==> src/hw/rtl/ihl_pkg.sv <==
// Shared types, codes and helpers for the Intel HEX record loader.
// No dependencies; every other file in hw/rtl refers to this package by scoped names.
`default_nettype none

package ihl_pkg;

    // Input item: one text character or an end-of-input marker
    typedef struct packed {
        logic       func;
        logic [7:0] char_code;
    } ihl_in_t;

    // Result item: memory byte write or final load report
    typedef struct packed {
        logic        kind;
        logic [15:0] write_address;
        logic [7:0]  write_data;
        logic        load_ok;
        logic [1:0]  error_code;
        logic [23:0] loaded_bytes;
    } ihl_out_t;

    // Parser result toward the output register
    typedef struct packed {
        logic     valid;
        ihl_out_t item;
    } ihl_result_t;

    // Line parse phase
    typedef enum logic [1:0] {
        PHASE_START  = 2'd0,
        PHASE_RECORD = 2'd1,
        PHASE_SKIP   = 2'd2
    } ihl_phase_t;

    localparam logic FUNC_CHAR   = 1'b0;
    localparam logic FUNC_END    = 1'b1;
    localparam logic KIND_WRITE  = 1'b0;
    localparam logic KIND_REPORT = 1'b1;

    localparam logic [1:0] ERR_NONE     = 2'd0;
    localparam logic [1:0] ERR_HEADER   = 2'd1;
    localparam logic [1:0] ERR_CHECKSUM = 2'd2;

    localparam logic [7:0] CHAR_COLON = 8'h3A;
    localparam logic [7:0] CHAR_LF    = 8'h0A;
    localparam logic [7:0] CHAR_CR    = 8'h0D;
    localparam logic [7:0] BAD_BYTE   = 8'hFF;

    localparam int unsigned POS_W      = 10;
    localparam logic [POS_W-1:0] POS_MAX     = 10'd1023;
    localparam logic [POS_W-1:0] HEADER_LEN  = 10'd9;
    localparam logic [POS_W-1:0] HEADER_LAST = 10'd8;

    localparam logic [23:0] TOTAL_MAX = 24'hFFFFFF;

    // Pending nibble flag: first digit of a pair was not hex
    localparam logic [4:0] NIBBLE_BAD = 5'h10;

    // bit 4 set: not a hex digit; bits 3:0: digit value
    function automatic logic [4:0] hex_digit(input logic [7:0] c);
        logic [4:0] res;
        res = NIBBLE_BAD;
        if (c >= 8'h30 && c <= 8'h39) begin
            res = {1'b0, c[3:0]};
        end else if ((c >= 8'h41 && c <= 8'h46) || (c >= 8'h61 && c <= 8'h66)) begin
            res = {1'b0, c[3:0] + 4'd9};
        end
        return res;
    endfunction

endpackage

`default_nettype wire

==> src/hw/rtl/ihl_in_reg.sv <==
// Input register of the HEX loader: holds one accepted item for the parser.
// Depends on ihl_pkg (ihl_in_t).
`default_nettype none

module ihl_in_reg (
    input  wire logic            aclk,
    input  wire logic            aresetn,
    input  wire logic            s_valid,
    output logic                 s_ready,
    input  wire ihl_pkg::ihl_in_t s_data,
    input  wire logic            step,
    output logic                 item_valid,
    output ihl_pkg::ihl_in_t     item
);

    logic             valid_reg;
    logic             valid_next;
    ihl_pkg::ihl_in_t data_reg;

    // Free slot, or the held item leaves this cycle
    assign s_ready = !valid_reg || step;

    always_comb begin
        valid_next = valid_reg;
        if (s_valid && s_ready) begin
            valid_next = 1'b1;
        end else if (step) begin
            valid_next = 1'b0;
        end
    end

    always_ff @(posedge aclk) begin
        if (!aresetn) begin
            valid_reg <= 1'b0;
        end else begin
            valid_reg <= valid_next;
        end
    end

    always_ff @(posedge aclk) begin
        if (s_valid && s_ready) begin
            data_reg <= s_data;
        end
    end

    assign item_valid = valid_reg;
    assign item       = data_reg;

endmodule

`default_nettype wire

==> src/hw/rtl/ihl_parser.sv <==
// Record parser of the HEX loader: line state, checksum, totals, result build.
// Depends on ihl_pkg (types, codes, hex_digit).
`default_nettype none

module ihl_parser (
    input  wire logic             aclk,
    input  wire logic             aresetn,
    input  wire logic [16:0]      memory_size,
    input  wire logic             step,
    input  wire ihl_pkg::ihl_in_t item,
    output ihl_pkg::ihl_result_t  result
);

    ihl_pkg::ihl_phase_t phase_reg, phase_next;
    logic [9:0]  pos_reg, pos_next;
    logic [4:0]  pend_reg, pend_next;
    logic [7:0]  count_reg, count_next;
    logic [15:0] addr_reg, addr_next;
    logic [7:0]  type_reg, type_next;
    logic [7:0]  csum_reg, csum_next;
    logic        fits_reg, fits_next;
    logic [23:0] total_reg, total_next;
    logic [1:0]  err_reg, err_next;

    // Character decode
    logic [4:0] hd;
    logic       is_hex;
    logic [3:0] dig;
    logic [9:0] r;
    logic [8:0] j;
    logic       is_char;
    logic       is_lf;
    logic       is_cr;
    logic       header_bad;

    assign hd      = ihl_pkg::hex_digit(item.char_code);
    assign is_hex  = !hd[4];
    assign dig     = hd[3:0];
    assign r       = pos_reg - ihl_pkg::HEADER_LEN;
    assign j       = r[9:1];
    assign is_char = step && (item.func == ihl_pkg::FUNC_CHAR) && (err_reg == ihl_pkg::ERR_NONE);
    assign is_lf   = item.char_code == ihl_pkg::CHAR_LF;
    assign is_cr   = item.char_code == ihl_pkg::CHAR_CR;
    assign header_bad = (phase_reg == ihl_pkg::PHASE_RECORD) && (pos_reg != '0)
                        && (pos_reg <= ihl_pkg::HEADER_LAST) && !is_hex;

    // End-of-line evaluation on current state
    logic [9:0]  j0;
    logic [7:0]  tail_pend;
    logic [7:0]  tail_miss;
    logic [7:0]  csum_fin;
    logic [24:0] total_sum;
    logic [23:0] total_sat;
    logic        line_live;
    logic [1:0]  el_err;
    logic [23:0] el_total;

    assign j0        = {1'b0, r[9:1]} + {9'b0, r[0]};
    assign tail_pend = (r[0] && ({1'b0, j} <= {2'b0, count_reg}))
                       ? (pend_reg[4] ? ihl_pkg::BAD_BYTE : {4'b0, pend_reg[3:0]}) : 8'h00;
    // missing pairs add (count+1-j0) * 0xFF, i.e. subtract that count
    assign tail_miss = (j0 <= {2'b0, count_reg}) ? (j0[7:0] - count_reg - 8'd1) : 8'h00;
    assign csum_fin  = csum_reg + tail_pend + tail_miss;
    assign total_sum = {1'b0, total_reg} + {17'b0, count_reg};
    assign total_sat = total_sum[24] ? ihl_pkg::TOTAL_MAX : total_sum[23:0];
    assign line_live = (phase_reg == ihl_pkg::PHASE_RECORD) && (err_reg == ihl_pkg::ERR_NONE);

    always_comb begin
        el_err   = err_reg;
        el_total = total_reg;
        if (line_live) begin
            if (pos_reg < ihl_pkg::HEADER_LEN) begin
                el_err = ihl_pkg::ERR_HEADER;
            end else if (csum_fin != 8'h00) begin
                el_err = ihl_pkg::ERR_CHECKSUM;
            end else if (type_reg == 8'h00 && fits_reg) begin
                el_total = total_sat;
            end
        end
    end

    // Line phase next state
    always_comb begin
        phase_next = phase_reg;
        if (step && item.func == ihl_pkg::FUNC_END) begin
            phase_next = ihl_pkg::PHASE_START;
        end else if (is_char && !is_cr) begin
            if (is_lf) begin
                phase_next = ihl_pkg::PHASE_START;
            end else if (pos_reg == '0) begin
                phase_next = (item.char_code == ihl_pkg::CHAR_COLON)
                             ? ihl_pkg::PHASE_RECORD : ihl_pkg::PHASE_SKIP;
            end else if (header_bad) begin
                phase_next = ihl_pkg::PHASE_SKIP;
            end
        end
    end

    // Datapath next state and result
    always_comb begin
        logic       good;
        logic [7:0] v;
        pos_next   = pos_reg;
        pend_next  = pend_reg;
        count_next = count_reg;
        addr_next  = addr_reg;
        type_next  = type_reg;
        csum_next  = csum_reg;
        fits_next  = fits_reg;
        total_next = total_reg;
        err_next   = err_reg;
        result     = '0;
        good       = 1'b0;
        v          = ihl_pkg::BAD_BYTE;

        if (step && item.func == ihl_pkg::FUNC_END) begin
            result.valid             = 1'b1;
            result.item.kind         = ihl_pkg::KIND_REPORT;
            result.item.load_ok      = (el_err == ihl_pkg::ERR_NONE);
            result.item.error_code   = el_err;
            result.item.loaded_bytes = (el_err == ihl_pkg::ERR_NONE) ? el_total : '0;
            pos_next   = '0;
            pend_next  = '0;
            count_next = '0;
            addr_next  = '0;
            type_next  = '0;
            csum_next  = '0;
            fits_next  = 1'b0;
            total_next = '0;
            err_next   = ihl_pkg::ERR_NONE;
        end else if (is_char && !is_cr) begin
            if (is_lf) begin
                err_next   = el_err;
                total_next = el_total;
                pos_next   = '0;
                pend_next  = '0;
                count_next = '0;
                addr_next  = '0;
                type_next  = '0;
                csum_next  = '0;
                fits_next  = 1'b0;
            end else begin
                if (pos_reg < ihl_pkg::POS_MAX) begin
                    pos_next = pos_reg + 10'd1;
                end
                if (pos_reg != '0 && phase_reg == ihl_pkg::PHASE_RECORD) begin
                    if (pos_reg <= ihl_pkg::HEADER_LAST) begin
                        if (!is_hex) begin
                            err_next = ihl_pkg::ERR_HEADER;
                        end else begin
                            case (pos_reg) inside
                                [10'd1:10'd2]: begin
                                    count_next = {count_reg[3:0], dig};
                                    if (pos_reg == 10'd2) begin
                                        csum_next = csum_reg + count_next;
                                    end
                                end
                                [10'd3:10'd6]: begin
                                    addr_next = {addr_reg[11:0], dig};
                                    if (pos_reg == 10'd4 || pos_reg == 10'd6) begin
                                        csum_next = csum_reg + addr_next[7:0];
                                    end
                                end
                                default: begin
                                    type_next = {type_reg[3:0], dig};
                                    if (pos_reg == ihl_pkg::HEADER_LAST) begin
                                        csum_next = csum_reg + type_next;
                                        fits_next = ({1'b0, addr_reg} + {9'b0, count_reg})
                                                    <= memory_size;
                                    end
                                end
                            endcase
                        end
                    end else if (j <= {1'b0, count_reg}) begin
                        if (!r[0]) begin
                            pend_next = is_hex ? {1'b0, dig} : ihl_pkg::NIBBLE_BAD;
                        end else begin
                            good      = !pend_reg[4] && is_hex;
                            v         = good ? {pend_reg[3:0], dig} : ihl_pkg::BAD_BYTE;
                            csum_next = csum_reg + v;
                            if (good && (j < {1'b0, count_reg}) && type_reg == 8'h00
                                && fits_reg) begin
                                result.valid              = 1'b1;
                                result.item.kind          = ihl_pkg::KIND_WRITE;
                                result.item.write_address = addr_reg + {7'b0, j};
                                result.item.write_data    = v;
                            end
                        end
                    end
                end
            end
        end
    end

    always_ff @(posedge aclk) begin
        if (!aresetn) begin
            phase_reg <= ihl_pkg::PHASE_START;
            pos_reg   <= '0;
            pend_reg  <= '0;
            count_reg <= '0;
            addr_reg  <= '0;
            type_reg  <= '0;
            csum_reg  <= '0;
            fits_reg  <= 1'b0;
            total_reg <= '0;
            err_reg   <= ihl_pkg::ERR_NONE;
        end else begin
            phase_reg <= phase_next;
            pos_reg   <= pos_next;
            pend_reg  <= pend_next;
            count_reg <= count_next;
            addr_reg  <= addr_next;
            type_reg  <= type_next;
            csum_reg  <= csum_next;
            fits_reg  <= fits_next;
            total_reg <= total_next;
            err_reg   <= err_next;
        end
    end

    // No write goes out once an error has latched
    a_no_write_after_error: assert property (@(posedge aclk) disable iff (!aresetn)
        (result.valid && result.item.kind == ihl_pkg::KIND_WRITE) |-> err_reg == ihl_pkg::ERR_NONE)
        else $error("write emitted with sticky error set");

    // Error code 3 is never produced
    a_err_code_range: assert property (@(posedge aclk) disable iff (!aresetn)
        err_reg != 2'd3)
        else $error("sticky error holds unused code");

    // Error stays until end of input
    a_error_sticky: assert property (@(posedge aclk) disable iff (!aresetn)
        (err_reg != ihl_pkg::ERR_NONE && !(step && item.func == ihl_pkg::FUNC_END))
        |=> $stable(err_reg))
        else $error("sticky error changed before end of input");

    // End of input returns the parse state to reset
    a_report_clears: assert property (@(posedge aclk) disable iff (!aresetn)
        (step && item.func == ihl_pkg::FUNC_END)
        |=> (pos_reg == '0 && total_reg == '0 && err_reg == ihl_pkg::ERR_NONE))
        else $error("state not cleared after report");

endmodule

`default_nettype wire

==> src/hw/rtl/ihl_out_reg.sv <==
// Result register of the HEX loader: holds one result until the sink takes it.
// Depends on ihl_pkg (ihl_out_t, ihl_result_t).
`default_nettype none

module ihl_out_reg (
    input  wire logic                 aclk,
    input  wire logic                 aresetn,
    input  wire ihl_pkg::ihl_result_t result,
    input  wire logic                 step,
    output logic                      slot_free,
    output logic                      m_valid,
    input  wire logic                 m_ready,
    output ihl_pkg::ihl_out_t         m_data
);

    logic              valid_reg;
    logic              valid_next;
    ihl_pkg::ihl_out_t data_reg;
    logic              load;

    assign slot_free = !valid_reg || m_ready;
    assign load      = step && result.valid;

    always_comb begin
        valid_next = valid_reg;
        if (load) begin
            valid_next = 1'b1;
        end else if (m_ready) begin
            valid_next = 1'b0;
        end
    end

    always_ff @(posedge aclk) begin
        if (!aresetn) begin
            valid_reg <= 1'b0;
        end else begin
            valid_reg <= valid_next;
        end
    end

    always_ff @(posedge aclk) begin
        if (load) begin
            data_reg <= result.item;
        end
    end

    assign m_valid = valid_reg;
    assign m_data  = data_reg;

endmodule

`default_nettype wire

==> src/hw/rtl/intel_hex_record_loader.sv <==
// Top level of the Intel HEX record loader: input register, parser, result register.
// Depends on ihl_pkg, ihl_in_reg, ihl_parser and ihl_out_reg.
//
// Feed the HEX text one character per transfer (func = 0), then one end-of-input
// transfer (func = 1). Each completed data byte of a type 0 record that fits below
// memory_size comes out as a write result in character order; end of input gives one
// report (load_ok, error_code, loaded_bytes) and returns the parser to its reset state
// for the next file. CR is dropped, LF ends a line, lines without a leading colon are
// skipped. The first error is sticky until end of input. Throughput is one character
// per clock: all per-character work is a single pass of narrow logic between the input
// register and the result register, so a transfer is taken every cycle unless both
// registers hold an item and m_ready is low. An accepted character passes through the input
// register and then the result register on its way to its write result. memory_size is written
// through cfg_wr_en/cfg_wr_data; write it only while no characters are in flight.
`default_nettype none

module intel_hex_record_loader (
    input  wire logic              aclk,
    input  wire logic              aresetn,
    input  wire logic              cfg_wr_en,
    input  wire logic [16:0]       cfg_wr_data,
    input  wire logic              s_valid,
    output logic                   s_ready,
    input  wire ihl_pkg::ihl_in_t  s_data,
    output logic                   m_valid,
    input  wire logic              m_ready,
    output ihl_pkg::ihl_out_t      m_data
);

    // Target memory size, reset to the full 64 KiB
    logic [16:0] memory_size_reg;

    always_ff @(posedge aclk) begin
        if (!aresetn) begin
            memory_size_reg <= 17'h10000;
        end else if (cfg_wr_en) begin
            memory_size_reg <= cfg_wr_data;
        end
    end

    logic                 item_valid;
    ihl_pkg::ihl_in_t     item;
    logic                 slot_free;
    logic                 step;
    ihl_pkg::ihl_result_t result;

    // Parser advances on a held character whenever the result register can take
    // its output; characters with no result advance on the same condition.
    assign step = item_valid && slot_free;

    ihl_in_reg u_in (
        .aclk       (aclk),
        .aresetn    (aresetn),
        .s_valid    (s_valid),
        .s_ready    (s_ready),
        .s_data     (s_data),
        .step       (step),
        .item_valid (item_valid),
        .item       (item)
    );

    ihl_parser u_parser (
        .aclk        (aclk),
        .aresetn     (aresetn),
        .memory_size (memory_size_reg),
        .step        (step),
        .item        (item),
        .result      (result)
    );

    ihl_out_reg u_out (
        .aclk      (aclk),
        .aresetn   (aresetn),
        .result    (result),
        .step      (step),
        .slot_free (slot_free),
        .m_valid   (m_valid),
        .m_ready   (m_ready),
        .m_data    (m_data)
    );

endmodule

`default_nettype wire
==> config.mk <==
export PLATFORM = sky130hd
export DESIGN_NAME = intel_hex_record_loader
export DESIGN_NICKNAME = d
export VERILOG_FILES = /design/src/hw/rtl/ihl_pkg.sv /design/src/hw/rtl/ihl_in_reg.sv /design/src/hw/rtl/ihl_parser.sv /design/src/hw/rtl/ihl_out_reg.sv /design/src/hw/rtl/intel_hex_record_loader.sv
export SDC_FILE = /design/constraint.sdc
export NUM_CORES = 1
export LEC_CHECK = 0
export BUFFER_PORTS_ARGS = -buffer_cell sky130_fd_sc_hd__clkbuf_2
export CORE_MARGIN = 3
export CORE_UTILIZATION = 66
export DETAILED_ROUTE_END_ITERATION = 12
export GPL_TIMING_DRIVEN = 0
export PLACE_DENSITY = 0.93
export SYNTH_ARGS = -nofsm -noshare
export SYNTH_HDL_FRONTEND = slang
export SYNTH_SLANG_ARGS = --single-unit
==> constraint.sdc <==
create_clock -name aclk -period 15.71 [get_ports aclk]
set_input_delay 1.571 -clock aclk [delete_from_list [all_inputs] [get_ports aclk]]
set_output_delay 1.571 -clock aclk [all_outputs]
set_load 0.02 [all_outputs]
==> results.toml, run 1 <==
[global_route]
grt_max_degree = 45
grt-ovfl-total = 0
grt_antenna_before_repair = 0
grt_pass1_wl_um = 47300
grt_pass1_vias = 9624
grtUsageTotal_pct = 32.6

[pwr]
irDropWorstVdd_mv = 0.0774
clockPowerShare_pct = 44.6
p_seq_share_pct = 48.0
power.density_nw_per_um2 = 77.5
internal_power_uw = 702
leakagePower_uw = 0.00506
p_switching_uw = 235
p_total_uw = 937
p_sw_share_pct = 25.0
power_frac_comb_pct = 7.4

[yosys]
synth_cell_types = 81
synthesis.area_um2 = 10800
synth-edff-count = 61
ys.flop_type = "dfxtp_1"
ys_warn_count = 0
ys_seq_area_share_pct = 36.1
syn_inst = 1217
syn_area_per_cell_um2 = 8.87
syn-num-nets = 1344
async_flop_share_pct = 0
ys_ff_latch = 164

[setup_path]
crit_path_end_kind = "register"
crit_top_cell = "nor2_1"
startpoint_type = "register"
cp.required_ns = 15.89
arrival_ns = 8.73
crit_path_top_delay_cell = "nor4_1"
crit_fanout = 10
max_stage_delay_ns = 0.80
path_class = "reg -> reg"

[timing]
timing.final.ws_setup_ns = 7.15
skew_ns = 0.0116
setup-violations-final = 0
finalSetupTns_ns = 0
maxSlewViolCount = 0
finalHoldViolations = 0
period_share_pct = 54.5
rsz0062_at_grt = "no"
fmax_ghz = 0.117
max_slew_margin_pct = 30.5
min_period_ns = 8.56
tightestPinTransition_ns = 1.03
hold_slack_ns = 0.471

[final_layout]
fillCellCount = 1090
drive_gt1_share_pct = 12.3
diodes = 0
final_net_count = 1447
layout.area.seq_um2 = 3890
largest_reg_flops = 52
multi_input_area_um2 = 6380
syn2layout_area_growth_pct = 12.0

[floorplanning]
die-width_um = 134
die_area_um2 = 17900
ios = 85
rows = 46
fp.dieH_um = 134
initial_core_util_pct = 67.7
core_region_area_um2 = 15900

[drt]
viasPerCell = 6.40
top_layer_used = "met4"
drt_first_pass_iters = 6
wl_met1_um = 11400
totalWireLength_um = 28900
dr_wl_met3_um = 2620
via_count = 9914
wl_per_cell_um = 18.7
drt_iter0_drc = 1218
drc = 0
wl_met2_um = 13500
postRouteAntennaNets = 0

[cts]
clk_pin_slew_ns = 0.07
clockBufferDepth = 2
cts_setup_buffers = 0
cts_max_level = 4
clock_latency_ns = 0.44
clockRootBuffer = "clkbuf_16"
tritoncts = "yes"
clkSinkCount = 164
post_cts_resized = 0
cts_buffers = 17
cts_hold_buf = 0

[place]
routabilityCongestion = 0.999
place_ws_ns = 7.67
placement.io_buffers = 83
dp_hpwl_um = 21000

[hold_path]
min_path_type = "reg -> reg"

[outcome]
status = "complete, no violations"

[run]
drv_cap = 0
[Yosys cell counts (15+ instances only)]
| library cell | number | area share [%] |
|---|---|---|
| a22oi_1 | 27 | 1.9 |
| nand2_1 | 86 | 3.0 |
| inv_1 | 72 | 2.5 |
| mux2i_1 | 38 | 3.5 |
| clkbuf_1 | 32 | 1.1 |
| nand3_1 | 29 | 1.3 |
| ha_1 | 83 | 9.6 |
| a21oi_1 | 91 | 4.2 |
| nor2b_1 | 35 | 2.0 |
| nand2b_1 | 19 | 1.1 |
| xor2_1 | 33 | 2.7 |
| nor2_1 | 156 | 5.4 |
| xnor2_1 | 35 | 2.8 |
| a21o_1 | 17 | 1.2 |
| and3_1 | 17 | 0.99 |
| edfxtp_1 | 61 | 17 |
| dfxtp_1 | 103 | 19 |
| nor3_1 | 30 | 1.4 |
| a311oi_1 | 15 | 1.2 |
| o21ai_0 | 32 | 1.5 |
[logic make-up after synthesis]
group,after synthesis,share of synthesized area [%]
XOR/XNOR,68,5.52
adder cells (fa/ha/maj),96,12.0
buffers and inverters,125,4.84
flip-flops,164,36.1
AND/OR/NAND/NOR,457,21.2
AO/OA/AOI/OAI,268,16.7
multiplexers,39,3.63
[critical path, delay by kind of cell, from the launching register on]
kind,cells,cell delay [ns]
simple gates,11,2.91
fa+ha+maj,4,1.61
buf+inv,6,1.41
compound gates,5,1.01
xor+xnor,1,0.54
flops,1,0.41
mux,1,0.37
[stage by stage]
step	cell area, µm²	utilization [%]	cells
after floorplan	10800	-	1217
after global placement	11500	72.0	1516
after detailed placement	11500	72.2	1517
after CTS	12100	75.8	1549
after global routing	12100	75.8	1549
final	12100	75.8	1549
[layout by cell type, fill, tap and decap left out, types with 9 or more instances in the layout]
cell | synthesis | layout
ha_1 | 83 | 83
nand3_1 | 29 | 29
clkbuf_1 | 32 | 32
clkbuf_2 | 0 | 83
fa_1 | 13 | 13
dfxtp_1 | 103 | 103
nand4_1 | 13 | 13
clkbuf_16 | 0 | 18
nor4_1 | 10 | 10
mux2i_1 | 38 | 38
a21o_1 | 17 | 17
and2_1 | 14 | 14
inv_1 | 72 | 72
xnor2_1 | 35 | 35
nand2_1 | 86 | 85
edfxtp_1 | 61 | 61
a311oi_1 | 15 | 15
buf_2 | 10 | 10
a211oi_1 | 14 | 14
a22oi_1 | 27 | 27
nand2b_1 | 19 | 19
a31oi_1 | 9 | 9
nor3_1 | 30 | 30
o21ai_0 | 32 | 32
nor2b_1 | 35 | 35
xor2_1 | 33 | 33
a21oi_1 | 91 | 91
and3_1 | 17 | 17
nor2_1 | 156 | 156
[routing by layer]
metal  up-vias  GRT usage (%)
li1       4565              -
met1      4641           41.6
met2       582           53.8
met3       126           6.11
met4         0           15.5
met5         -              0
[final timing paths]
path	from	end	slack, ns	depth (start not counted)
max	u_parser.pos_reg[0]	u_out.m_data[14]	7.15	28
min reg2reg	u_parser.phase_reg[1]	u_parser.phase_reg[1]	0.47	2
max reg2reg	u_parser.pos_reg[0]	u_out.m_data[14]	7.15	28
min	u_parser.phase_reg[1]	u_parser.phase_reg[1]	0.47	2
[cell type report]
type                    count  share of cell area (%)
plain buffers              51                    2.03
flip-flops and latches    164                    32.2
clock inverters            14                    1.12
inverters                  74                    2.30
repair buffers             84                    3.60
multi-input cells         928                    52.8
clock buffers              18                    3.73
well taps                 216                    2.24
[power by group through the flow]
stage / clock network [µW] / registers [µW] / logic, µW
3_5_place_dp: 0 / 459 / 66.5
2_1_floorplan: 0 / 461 / 42.3
4_1_cts: 419 / 450 / 68.0
6_report: 417 / 450 / 69.5
5_1_grt: 440 / 450 / 75.2
3_3_place_gp: 0 / 459 / 63.9
(Power assumes the default switching activity.)
==> run 2: changes to the inputs <==
--- a/config.mk
+++ b/config.mk
@@ -5,12 +5,13 @@
 export SDC_FILE = /design/constraint.sdc
 export NUM_CORES = 1
 export LEC_CHECK = 0
+export ABC_AREA = 1
 export BUFFER_PORTS_ARGS = -buffer_cell sky130_fd_sc_hd__clkbuf_2
 export CORE_MARGIN = 3
-export CORE_UTILIZATION = 66
+export CORE_UTILIZATION = 61
 export DETAILED_ROUTE_END_ITERATION = 12
 export GPL_TIMING_DRIVEN = 0
-export PLACE_DENSITY = 0.93
+export PLACE_DENSITY = 0.87
 export SYNTH_ARGS = -nofsm -noshare
 export SYNTH_HDL_FRONTEND = slang
 export SYNTH_SLANG_ARGS = --single-unit
==> constraint.sdc (replaced) <==
create_clock -name aclk -period 8.79 [get_ports aclk]
set_input_delay 0.879 -clock aclk [delete_from_list [all_inputs] [get_ports aclk]]
set_output_delay 0.879 -clock aclk [all_outputs]
set_load 0.02 [all_outputs]
==> run 2 against run 1 <==
Against the previous run:
- register-to-register slack got worse by 4.9 ns
- sequential power is 78% higher
- largest power group unchanged
- synthesized cell count increased by 17%
- clock power rose by 73%
- via count grew 1.2%
==> results.toml, run 2 <==
[setup_path]
startpoint_type = "register"
max_stage_delay_ns = 0.53
crit_path_end_kind = "register"
cp.required_ns = 9.10
crit_path_top_delay_cell = "dfxtp_1"
arrival_ns = 6.86
path_class = "reg -> reg"
crit_top_cell = "nand2_1"
crit_fanout = 10

[pwr]
irDropWorstVdd_mv = 0.145
power.density_nw_per_um2 = 139
leakagePower_uw = 0.00564

[global_route]
grt_pass1_wl_um = 45500
grt_max_degree = 43
grt-ovfl-total = 0
grtUsageTotal_pct = 28.5
grt_pass1_vias = 9398
grt_antenna_before_repair = 0

[place]
placement.io_buffers = 83
place_area_um2 = 11400
dp_hpwl_um = 21200
place_ws_ns = 2.41
routabilityCongestion = 0.970

[yosys]
ys.flop_type = "dfxtp_1"
yosys.area.top_type = "dfxtp_1"
syn_area_per_cell_um2 = 7.54
synth-edff-count = 61
synthesis.area_um2 = 10700
synth_top_area_share_pct = 19.2
ys_ff_latch = 164
syn-num-nets = 1550
ys_seq_area_share_pct = 36.3
synth_cell_types = 50
synthTopCellsByArea = "dfxtp_1, edfxtp_1, ha_1"
syn_inst = 1423
synth_most_common_cell = "nand2_1"
async_flop_share_pct = 0
ys_warn_count = 0
synth_common_cells = "nand2_1, inv_1, nor2_1"

[timing]
finalHoldViolations = 0
maxSlewViolCount = 0
setup-violations-final = 0
fmax_ghz = 0.153
timing.final.ws_setup_ns = 2.24
skew_ns = 0.0123
rsz0062_at_grt = "no"
finalSetupTns_ns = 0
min_period_ns = 6.55
max_slew_margin_pct = 47.4
period_share_pct = 74.6
tightestPinTransition_ns = 0.782

[floorplanning]
fp.dieH_um = 139
rows = 47
initial_core_util_pct = 63.6
ios = 85
die-width_um = 139
core_region_area_um2 = 16900
die_area_um2 = 19200

[final_layout]
diodes = 0
fin_util_pct = 71.1
final_net_count = 1653
design_area_um2 = 12000
final_cell_mix = "nand2_1, inv_1, nor2_1, a21oi_1, dfxtp_1"
layout_commonest_cell = "nand2_1"
syn2layout_area_growth_pct = 11.8
fillCellCount = 1345
drive_gt1_share_pct = 11.8
largest_reg_flops = 52

[cts]
post_cts_resized = 0
clockBufferDepth = 2
clock_latency_ns = 0.44
clkSinkCount = 164
cts_setup_buffers = 0
clk_pin_slew_ns = 0.07
cts_max_level = 4
cts_buffers = 17
cts_hold_buf = 0
tritoncts = "yes"
clockRootBuffer = "clkbuf_16"

[run]
drv_cap = 0

[drt]
postRouteAntennaNets = 0
via_count = 10030
totalWireLength_um = 27700
wl_per_cell_um = 15.7
drt_iter0_drc = 1062
viasPerCell = 5.70
drt_first_pass_iters = 5
drc = 0

[outcome]
status = "complete, no violations"

[hold_path]
min_path_type = "reg -> reg"
## run 2: layout make-up
type | instances | area [µm²] | area share (%)
clock inverter | 13 | 123 | 1.02
sequential | 164 | 3890 | 32.4
multi-input combinational | 1022 | 5930 | 49.4
clock buffer | 19 | 433 | 3.61
timing repair buffer | 84 | 435 | 3.63
tap | 220 | 275 | 2.29
inverter | 210 | 793 | 6.61
buffer | 27 | 125 | 1.04
## run 2: cells by family after synthesis
group | Yosys count | share of synthesized area, %
and+or+nand+nor | 612 | 26.1
AOI/OAI and AO/OA | 272 | 13.6
buffers and inverters | 237 | 8.55
DFF | 164 | 36.3
adders and majority gates | 96 | 12.1
xor gates and xnor gates | 42 | 3.43
## run 2: power breakdown
group	switching, µW	internal, µW
clock network	328	395
registers	5.48	797
logic	98.0	49.5
## run 2: final timing paths
kind,end,slack [ns],cells after the start,startpoint
max,u_out.m_data[14],2.24,38,u_parser.pos_reg[0]
min,memory_size_reg[9],0.47,2,memory_size_reg[9]
max reg2reg,u_out.m_data[14],2.24,38,u_parser.pos_reg[0]
min reg2reg,memory_size_reg[9],0.47,2,memory_size_reg[9]
## run 2: per-stage QoR
stage                     hold slack, ns  instances  total power, µW
final                              0.466       1759             1670
after global routing               0.482       1759             1730
after CTS                          0.471       1759             1670
after detailed placement           0.461       1727              963
after global placement             0.458       1726              958
after floorplan                    0.440       1423              920
## run 2: layer usage
layer  global-route usage [%]  vias up  part of all wire (%)
met5                        0        -                     0
met4                     10.8        0                   2.7
met3                     4.24       62                   6.8
met2                     46.6      402                    46
met1                     38.6     4617                    44
li1                         -     4949                     -
## run 2: critical path, delay by kind of cell (launching register included)
kind / cells / cell delay, ns
simple gates: 22 / 2.40
fa+ha+maj: 6 / 2.12
buf+inv: 7 / 0.81
flops: 1 / 0.53
compound gates: 2 / 0.34
xor+xnor: 1 / 0.21
==> run 3: changes to the inputs <==
--- a/config.mk
+++ b/config.mk
@@ -8,10 +8,10 @@
 export ABC_AREA = 1
 export BUFFER_PORTS_ARGS = -buffer_cell sky130_fd_sc_hd__clkbuf_2
 export CORE_MARGIN = 3
-export CORE_UTILIZATION = 61
+export CORE_UTILIZATION = 55
 export DETAILED_ROUTE_END_ITERATION = 12
 export GPL_TIMING_DRIVEN = 0
-export PLACE_DENSITY = 0.87
+export PLACE_DENSITY = 0.83
 export SYNTH_ARGS = -nofsm -noshare
 export SYNTH_HDL_FRONTEND = slang
 export SYNTH_SLANG_ARGS = --single-unit
==> constraint.sdc (replaced) <==
create_clock -name aclk -period 6 [get_ports aclk]
set_input_delay 0.6 -clock aclk [delete_from_list [all_inputs] [get_ports aclk]]
set_output_delay 0.6 -clock aclk [all_outputs]
set_load 0.02 [all_outputs]
==> run 3 against run 2 <==
Against the previous run:
- sequential power rose by 46%
- largest power group unchanged
- clock-buffer cell count increased by 5
- clock power rose by 48%
- critical path type unchanged
- setup slack got worse by 1.9 ns
- sequential share of layout area down 0.70 points
==> results.toml, run 3 (same netlist as run 2, synthesis figures left out) <==
[floorplanning]
ios = 85
initial_core_util_pct = 56.6
core_region_area_um2 = 19000
die-width_um = 146
rows = 50
die_area_um2 = 21200
fp.dieH_um = 146

[place]
place_ws_ns = -0.443
routabilityCongestion = 0.951
dp_hpwl_um = 21200
place_inst = 1767
placement.io_buffers = 83

[final_layout]
drive_gt1_share_pct = 13.7
largest_reg_flops = 52
stdcell_count = 1808
layout_commonest_cell = "nand2_1"
syn2layout_area_growth_pct = 14.5
final_cell_mix = "nand2_1, inv_1, nor2_1, a21oi_1, dfxtp_1"
diodes = 0
final_net_count = 1662
fillCellCount = 1623

[global_route]
grtUsageTotal_pct = 26.1
grt_pass1_wl_um = 45300
grt_max_degree = 29
grt_pass1_vias = 9207
grt_antenna_before_repair = 0
grt-ovfl-total = 0

[timing]
setup-violations-final = 0
maxSlewViolCount = 0
finalHoldViolations = 0
hold_slack_ns = 0.338
fmax_ghz = 0.175
tightestPinTransition_ns = 0.896
timing.final.ws_setup_ns = 0.291
max_slew_margin_pct = 39.8
min_period_ns = 5.71
period_share_pct = 95.2
finalSetupTns_ns = 0
skew_ns = 0.00756

[setup_path]
path_class = "reg -> reg"
crit_fanout = 8
crit_top_cell = "nand2_1"
max_stage_delay_ns = 0.51
crit_path_top_delay_cell = "fa_1"
startpoint_type = "register"
arrival_ns = 5.89
crit_path_end_kind = "register"
cp.required_ns = 6.18

[pwr]
internal_power_uw = 1860
p_seq_share_pct = 47.5
power_frac_comb_pct = 9.1
p_sw_share_pct = 24.9
irDropWorstVdd_mv = 0.195
leakagePower_uw = 0.00576
clockPowerShare_pct = 43.4
p_total_uw = 2470
power.density_nw_per_um2 = 201
p_switching_uw = 616

[hold_path]
min_path_type = "in -> reg"

[drt]
drt_first_pass_iters = 6
via_count = 9987
drc = 0
wl_per_cell_um = 15.6
totalWireLength_um = 28100
viasPerCell = 5.52
postRouteAntennaNets = 0
drt_iter0_drc = 1094

[cts]
cts_max_level = 4
clockBufferDepth = 2
clockRootBuffer = "clkbuf_16"
clock_latency_ns = 0.43
clkSinkCount = 164
cts_buffers = 17
tritoncts = "yes"
clk_pin_slew_ns = 0.06

[outcome]
status = "complete, no violations"

[run]
drv_cap = 0
run 3: final timing paths:
path	start	end	slack, ns	cells past startpoint
hold / removal	s_data[5]	u_in.item[5]	0.34	1
setup / recovery	u_parser.pos_reg[1]	u_out.m_data[2]	0.29	37
hold reg to reg	memory_size_reg[13]	memory_size_reg[13]	0.47	2
setup reg to reg	u_parser.pos_reg[1]	u_out.m_data[2]	0.29	37
run 3: worst max-delay path: cells and delay by family (launching register included):
family	cells	cell delay, ns
AOI/OAI and AO/OA	2	0.24
xor gates and xnor gates	1	0.15
adders and majority gates	6	1.81
buffers and inverters	5	0.43
DFF	1	0.37
and+or+nand+nor	23	2.40
run 3: layer usage:
metal	up-vias	GRT usage, %	part of all wire, %	routed length [µm]
met4	0	9.26	2.5	703
met3	57	5.17	8.7	2450
met1	4491	35.5	42	11800
met5	-	0	0	0
li1	4954	-	-	-
met2	485	41.6	47	13100
run 3: cell type report:
class / instances / area (µm²) / share of cell area, %
well taps: 260 / 325 / 2.65
clock buffers: 24 / 482 / 3.92
inverters: 210 / 798 / 6.49
clock inverters: 8 / 87.6 / 0.712
plain buffers: 27 / 139 / 1.13
multi-input cells: 1022 / 6030 / 49.0
repair buffers: 93 / 532 / 4.33
flip-flops and latches: 164 / 3900 / 31.7
run 3: what timing repair did:
item / in CTS / in global routing
pin swaps: 1 / 12
cloned: 0 / 1
setup buffers: 1 / 7
gates resized for setup: 8 / 29
setup endpoints to repair: 50 / 50
hold buffers: 0 / 0
run 3: power groups by stage:
stage | clock (µW) | sequential [µW] | combinational [µW]
floorplan | 0 | 1200 | 143
global placement | 0 | 1200 | 204
detailed placement | 0 | 1200 | 211
CTS | 1080 | 1170 | 214
global route | 1120 | 1180 | 251
finish | 1070 | 1170 | 226
run 3: per-stage QoR:
step	utilization, %	instance area, µm²
after floorplan	-	10700
after global placement	60.5	11500
after detailed placement	60.7	11500
after CTS	63.9	12100
after global routing	64.9	12300
final	64.9	12300
